[src/hdl/tun_pkg.sv]
`default_nettype none
package tun_pkg;

  // Field and datapath widths.
  localparam int COORD_W   = 24;
  localparam int EDGE_W    = COORD_W + 1;
  localparam int PROD_W    = 2 * EDGE_W;
  localparam int CROSS_W   = PROD_W + 1;
  localparam int MAG_W     = PROD_W;
  localparam int BLEN_W    = 6;
  localparam int M_W       = 31;
  localparam int SUM_W     = 64;
  localparam int ROOT_W    = 32;
  localparam int REM_W     = ROOT_W + 3;
  localparam int FRAC_W    = 14;
  localparam int Q_W       = FRAC_W + 1;
  localparam int NUM_W     = M_W + FRAC_W + 1;
  localparam int OUT_W     = 16;
  localparam int MINLEN_W  = 16;
  localparam int SMALL_W   = 16;

  // Square root pipeline: one result bit per step.
  localparam int SQ_STEPS  = 4;
  localparam int SQ_STAGES = ROOT_W / SQ_STEPS;

  // Divider pipeline: one quotient bit per step.
  localparam int DV_STEPS  = 3;
  localparam int DV_STAGES = Q_W / DV_STEPS;

  localparam logic [Q_W-1:0] ONE_Q = Q_W'(1) << FRAC_W;

  // Sign and fallback flag carried alongside the datapath.
  typedef struct packed {
    logic [2:0] sgn;
    logic       deg;
  } tun_side_t;

  // Square root recurrence state.
  typedef struct packed {
    logic [REM_W-1:0]  rem;
    logic [ROOT_W-1:0] root;
    logic [SUM_W-1:0]  x;
  } tun_sq_t;

  // Divider recurrence state for one lane.
  typedef struct packed {
    logic [ROOT_W-1:0] rem;
    logic [Q_W-1:0]    feed;
    logic [Q_W-1:0]    q;
  } tun_dv_t;

endpackage
`default_nettype wire

[src/hdl/tun_sqrt.sv]
`default_nettype none
module tun_sqrt
  import tun_pkg::*;
(
  input  wire logic                  clk,
  input  wire logic                  rst,
  input  wire logic                  in_valid,
  output logic                       in_ready,
  input  wire logic [SUM_W-1:0]      sum,
  input  wire logic [2:0][M_W-1:0]   m_in,
  input  wire tun_side_t             side_in,
  output logic                       out_valid,
  input  wire logic                  out_ready,
  output logic [ROOT_W-1:0]          len,
  output logic [2:0][M_W-1:0]        m_out,
  output tun_side_t                  side_out
);

  localparam int NST = SQ_STAGES;

  logic [NST-1:0] vld;
  logic [NST-1:0] en;

  tun_sq_t                   st   [NST];
  logic [2:0][M_W-1:0]       mr   [NST];
  tun_side_t                 sr   [NST];
  tun_sq_t                   init;

  // Several steps of the digit-by-digit square root, two bits per step.
  function automatic tun_sq_t sq_steps(input tun_sq_t a);
    tun_sq_t          r;
    logic [REM_W-1:0] t;
    logic [REM_W-1:0] trial;
    r = a;
    for (int j = 0; j < SQ_STEPS; j++) begin
      t     = {r.rem[REM_W-3:0], r.x[SUM_W-1:SUM_W-2]};
      r.x   = r.x << 2;
      trial = {1'b0, r.root, 2'b01};
      if (t >= trial) begin
        r.rem  = t - trial;
        r.root = {r.root[ROOT_W-2:0], 1'b1};
      end else begin
        r.rem  = t;
        r.root = {r.root[ROOT_W-2:0], 1'b0};
      end
    end
    return r;
  endfunction

  always_comb begin
    en[NST-1] = ~vld[NST-1] | out_ready;
    for (int k = NST - 2; k >= 0; k--) begin
      en[k] = ~vld[k] | en[k+1];
    end
  end

  always_ff @(posedge clk) begin
    if (rst) begin
      vld <= '0;
    end else begin
      if (en[0]) vld[0] <= in_valid;
      for (int k = 1; k < NST; k++) begin
        if (en[k]) vld[k] <= vld[k-1];
      end
    end
  end

  always_comb begin
    init.rem  = '0;
    init.root = '0;
    init.x    = sum;
  end

  // Root stages with the operands riding along.
  always_ff @(posedge clk) begin
    if (en[0]) begin
      st[0] <= sq_steps(init);
      mr[0] <= m_in;
      sr[0] <= side_in;
    end
    for (int k = 1; k < NST; k++) begin
      if (en[k]) begin
        st[k] <= sq_steps(st[k-1]);
        mr[k] <= mr[k-1];
        sr[k] <= sr[k-1];
      end
    end
  end

  assign in_ready  = en[0];
  assign out_valid = vld[NST-1];
  assign len       = st[NST-1].root;
  assign m_out     = mr[NST-1];
  assign side_out  = sr[NST-1];

endmodule
`default_nettype wire

[config.mk]
export PLATFORM = sky130hd
export DESIGN_NAME = tun_sqrt
export DESIGN_NICKNAME = d
export VERILOG_FILES = /design/src/hdl/tun_pkg.sv /design/src/hdl/tun_sqrt.sv
export SDC_FILE = /design/constraint.sdc
export NUM_CORES = 2
export LEC_CHECK = 0
export CORE_MARGIN = 8
export CORE_UTILIZATION = 40
export CTS_CLUSTER_SIZE = 10
export DETAILED_ROUTE_END_ITERATION = 7
export DONT_BUFFER_PORTS = 1
export HOLD_SLACK_MARGIN = 0.08
export PLACE_DENSITY_LB_ADDON = 0.2
export SYNTH_ARGS = -nofsm -noshare
export SYNTH_HDL_FRONTEND = slang
export SYNTH_SLANG_ARGS = --single-unit
[constraint.sdc]
create_clock -name clk -period 24.7 [get_ports clk]
set_input_delay 4.94 -clock clk [delete_from_list [all_inputs] [get_ports clk]]
set_output_delay 4.94 -clock clk [all_outputs]
set_load 0.02 [all_outputs]
Word-level counts from Yosys, hierarchy flattened
Memory sizes are Yosys's and may differ from the RTL's.
Cells that the tools add are included.
Widths: inputs -> output; s select.
{ "totals": {"reg_bits": 8, "ramBits": 1760, "inputBits": 165, "output_inout_bits": 131, "wordCells": 171, "mem_count": 3} }
{ "classes": {"add_sub_neg": 32, "order_cmp": 32, "mux": 80, "bitwise": 16} }
{ "memory_table": {"columns": ["memory", "depth", "word_bits", "read_ports", "rd_clocked_by_memory_dff", "write_ports", "line_no", "text"], "rows": [
  ["st", 8, 123, 8, 0, 8, "tun_sqrt.sv:24", "tun_sq_t st [NST];"],
  ["mr", 8, 93, 8, 0, 8, "tun_sqrt.sv:25", "logic [2:0][M_W-1:0] mr [NST];"],
  ["sr", 8, 4, 8, 0, 8, "tun_sqrt.sv:26", "tun_side_t sr [NST];"]
]} }
{ "ops": {"columns": ["operator", "n"], "rows": [
  ["$mux 65", 48],
  ["$ge 35x34->1", 31],
  ["$mux 67", 16],
  ["$sub 33x33->33", 23],
  ["$sub 35x34->35", 8],
  ["$mux 1", 16],
  ["$not 1->1", 8],
  ["$or 1x1->1", 8],
  ["$sub 2x1->3 const B", 1],
  ["$ge 2x1->1 const B", 1]
]} }

Depth between registers and ports, before layout
{ "logic_depth": {"depth_word": 19, "depth_mapped": 66, "ltp_nobuf": 58} }

Least setup slack after synthesis
No wires, ideal clock.
{ "synth_timing": {"path_kind": "input-to-output", "start": "in out_ready", "end": "out in_ready", "arrival_time_ps": 14475, "required_time_ps": 19760, "slack_ps": 5285, "cell_stages": 6, "cell_sequence": "nor2b_1 and2_1 and3_1 clkbuf_1 nand4_1 or2_2"} }
{ "synth_between": {"elab_chain_len": 8} }
{ "synth_rtl": {"columns": ["element", "line_no", "text"], "rows": [
  ["start: declaration", "tun_sqrt.sv:13", "input wire logic out_ready,"],
  ["$or 1x1->1", "tun_sqrt.sv:51", "en[NST-1] = ~vld[NST-1] | out_ready;"],
  ["$or 1x1->1 (6 in a row)", "tun_sqrt.sv:53", "en[k] = ~vld[k] | en[k+1];"],
  ["net en[1]", "tun_sqrt.sv:22", "logic [NST-1:0] en;"],
  ["$or 1x1->1", "tun_sqrt.sv:53", null],
  ["end: declaration", "tun_sqrt.sv:8", "output logic in_ready,"]
]} }
The timed path passes the listed nets, and every way through them passes these cells.

==> out/summary.log <==
INFO  clock_tree     cts-resized-gates=0
INFO  yosys          netlist_top_cells_count=1,375 x sky130_fd_sc_hd__edfxtp_1, 688 x sky130_fd_sc_hd__a21oi_1, 665 x sky130_fd_sc_hd__nor2_1, 635 x sky130_fd_sc_hd__nand2_1, 560 x sky130_fd_sc_hd__ha_1
INFO  global_route   grt_max_degree=137
INFO  die            die_h=485µm
INFO  yosys          most_common_cell_in_the_netlist=sky130_fd_sc_hd__edfxtp_1
INFO  timing         final_setup_violation_count=0
INFO  cells_and_area post_route_cells_drive_above_1_share=0.0595
INFO  clock_tree     cts-root-to-sink-buffers=3
INFO  die            core_region_area=0.219mm²
INFO  clock_tree     clk-insertion-delay-late=840ps
INFO  yosys          synth_async_sr_flop_share=0
INFO  detailed_routing route.detailed.vias_per_inst=5.84
INFO  global_route   groute.usage.overall=0.218
INFO  power_and_ir_drop power_per_cell_area=96.6mW/mm²
INFO  power_and_ir_drop p_leak=38.3nW
INFO  yosys          mappedNetlistArea=0.0879mm²
INFO  clock_tree     cts_inserted_buffers=166
INFO  detailed_routing drt_iter0_drc=5,479
INFO  clock_tree     post-cts-setup-buffer-count=0
INFO  timing         final.period_utilization=0.670
INFO  critical_path  worstPathRequired=25,270ps
INFO  critical_path  timing.critical_path.slowest_cell_delay=980ps
INFO  placed_design  gpl.final_weighted_congestion=0.920
INFO  global_route   global_route_total_overflow=0
INFO  yosys          yosysWarnings=0
INFO  global_route   grt_first_pass_wirelength=399,000µm
INFO  clock_tree     clk_pin_slew_worst_paths=60ps
INFO  run_status     result_of_the_run=finished clean
INFO  timing         finClkSkew=72.1ps
INFO  die            row_count=172
INFO  critical_path  path_type_of_the_worst_setup_path=reg2reg
INFO  detailed_routing via_count=65,900
INFO  critical_path  critical_path.startpoint_type=register
INFO  placed_design  port-buffer-count=0
INFO  detailed_routing drcViolationCount=0
INFO  clock_tree     cts_tree=done
INFO  placed_design  dpl_worst_slack=8570ps
INFO  yosys          syn-mean-instance-area=10.4µm²
INFO  clock_tree     clock_tree.root_cell=sky130_fd_sc_hd__clkbuf_16
INFO  timing         setup_total_negative_slack=0ps
INFO  cells_and_area post-route-cell-area=0.0950mm²
INFO  timing         hold-worst-slack=386ps
INFO  detailed_routing drt_wl_total=267,000µm
INFO  clock_tree     cts_stage_hold_buffer_count=0
INFO  timing         setup_slack=8140ps
INFO  timing         hold_viol_final=0
INFO  die            floorplan.initialDensity=0.401
INFO  critical_path  worst_path_max_delay_cell=sky130_fd_sc_hd__a2111oi_2
INFO  timing         period_minus_slack=16,560ps
INFO  timing         grt_setup_unrepaired=false
INFO  timing         fmaxAchievable=0.0604GHz
INFO  clock_tree     cts_sinks=1,383
INFO  critical_path  r2r_slack=8140ps
INFO  run            drv_cap=0
INFO  yosys          synth-main-ff-cell=sky130_fd_sc_hd__edfxtp_1
INFO  die            die_area=0.235mm²
INFO  timing         slew_headroom=0.169
INFO  critical_path  worst_ep_arrival_time=17,130ps
INFO  die            top_level_ports=296
INFO  global_route   grt_pass1_vias=62,700
INFO  min_path       hold_path.class=reg2reg
INFO  timing         worstMarginPinSlew=1250ps
INFO  detailed_routing drt-wirelength-per-cell=23.7µm
INFO  placed_design  dp_hpwl=208,000µm
INFO  critical_path  critPathMaxFanout=36
INFO  yosys          yosysTopAreaCellShare=0.470
INFO  power_and_ir_drop power.ir.vdd_worst=72.2µV
INFO  yosys          netlist_instances=8,478
INFO  yosys          netlist.top_cell.by_area=sky130_fd_sc_hd__edfxtp_1
INFO  yosys          synth_area_leaders=sky130_fd_sc_hd__edfxtp_1 47%, sky130_fd_sc_hd__ha_1 8.0%, sky130_fd_sc_hd__xnor2_1 4.7%
INFO  clock_tree     h_tree_depth=4
INFO  power_and_ir_drop power=9.18mW
INFO  placed_design  postPlaceCellArea=0.0901mm²
INFO  yosys          synth-seq-area-share=0.472
INFO  cells_and_area total_number_of_nets_in_the_final_design=9,063
INFO  yosys          synth_cell_type_count=116
INFO  critical_path  worst_setup_path_end_kind=register
INFO  die            die_w=485µm
INFO  global_route   antenna_found_initial=23
INFO  yosys          synth-edff-count=1,375
INFO  detailed_routing drt-pass1-iter-count=7
INFO  timing         timing.final.max_slew_violations=0
INFO  yosys          synth_register_bits=1,383
INFO  detailed_routing ant_nets=0
INFO  cells_and_area area.growth.synth_to_final=8.13%
final cells by class:
class	count	area, µm²
Inverter	371	1420
Tap cell	2871	3590
Clock buffer	195	4260
Multi-Input combinational cell	6359	43200
Fill cell	20600	124000
Antenna cell	4	10.0
Clock inverter	45	701
Sequential cell	1383	41400
Timing Repair Buffer	57	440
metal layers:
| metal | track usage | share of wire | wire length [µm] |
|---|---|---|---|
| met1 | 0.306 | 0.46 | 123000 |
| met2 | 0.359 | 0.47 | 125000 |
| met3 | 0.0265 | 0.051 | 13500 |
| met4 | 0.0520 | 0.024 | 6500 |
| met5 | 0 | 0.00015 | 40 |
worst paths after layout:
path | start | endpoint | depth (start not counted)
worst min-delay path | st[0][397] | st[1][36] | 0
worst min register to register | st[0][397] | st[1][36] | 0
worst max-delay path | st[1][181] | st[1][351] | 55
worst max register to register | st[1][181] | st[1][351] | 55
metrics by stage:
| stage | std cells | util |
|---|---|---|
| 2_1_floorplan | 8481 | - |
| 3_3_place_gp | 11000 | 0.411 |
| 3_5_place_dp | 11000 | 0.411 |
| 4_1_cts | 11300 | 0.434 |
| 5_1_grt | 11300 | 0.434 |
| 6_report | 11300 | 0.434 |
sequential cells by signal, summed over array words and instances (netlist names):
name and cells:
sr 32, st 599, vld 8, mr 744
cells by family (layout without fill, tap and decap cells):
group | Yosys count | count (layout) | share of synthesized area
AO/OA/AOI/OAI | 2308 | 2308 | 0.170
XOR/XNOR | 749 | 749 | 0.0746
adder cells (fa/ha/maj) | 560 | 560 | 0.0797
buffers and inverters | 739 | 668 | 0.0380
flip-flops | 1383 | 1383 | 0.472
multiplexers | 118 | 118 | 0.0147
other | 1 | 8 | 0.0000427
AND/OR/NAND/NOR | 2620 | 2620 | 0.152
report_power, final:
part	internal, mW	switching [mW]
clock network	1.29	0.958
logic	1.40	2.38
registers	2.91	0.241
total	5.60	3.58
worst max-delay path, delay by kind of cell, from the launching register on:
family / cells / cell delay (ps)
adder cells (fa/ha/maj): 4 / 1540
AND/OR/NAND/NOR: 19 / 4580
AO/OA/AOI/OAI: 21 / 6460
buffers and inverters: 9 / 2810
flip-flops: 1 / 350
multiplexers: 1 / 370
XOR/XNOR: 1 / 170
cell usage in the layout (no fill, tap or decap), drive strengths merged, types with 80 or more instances in the layout:
cell,n
a21oi,689
xnor2,472
nor2b,93
a31oi,85
xor2,277
nand4,147
nor2,669
ha,560
o21bai,80
inv,367
nand2b,96
clkbuf,195
edfxtp,1375
nor4,98
o21ai,494
mux2,89
nand3,202
a21o,317
and3,86
nor3,192
nand2,637
Note: power is estimated with default switching activity, not from simulation.
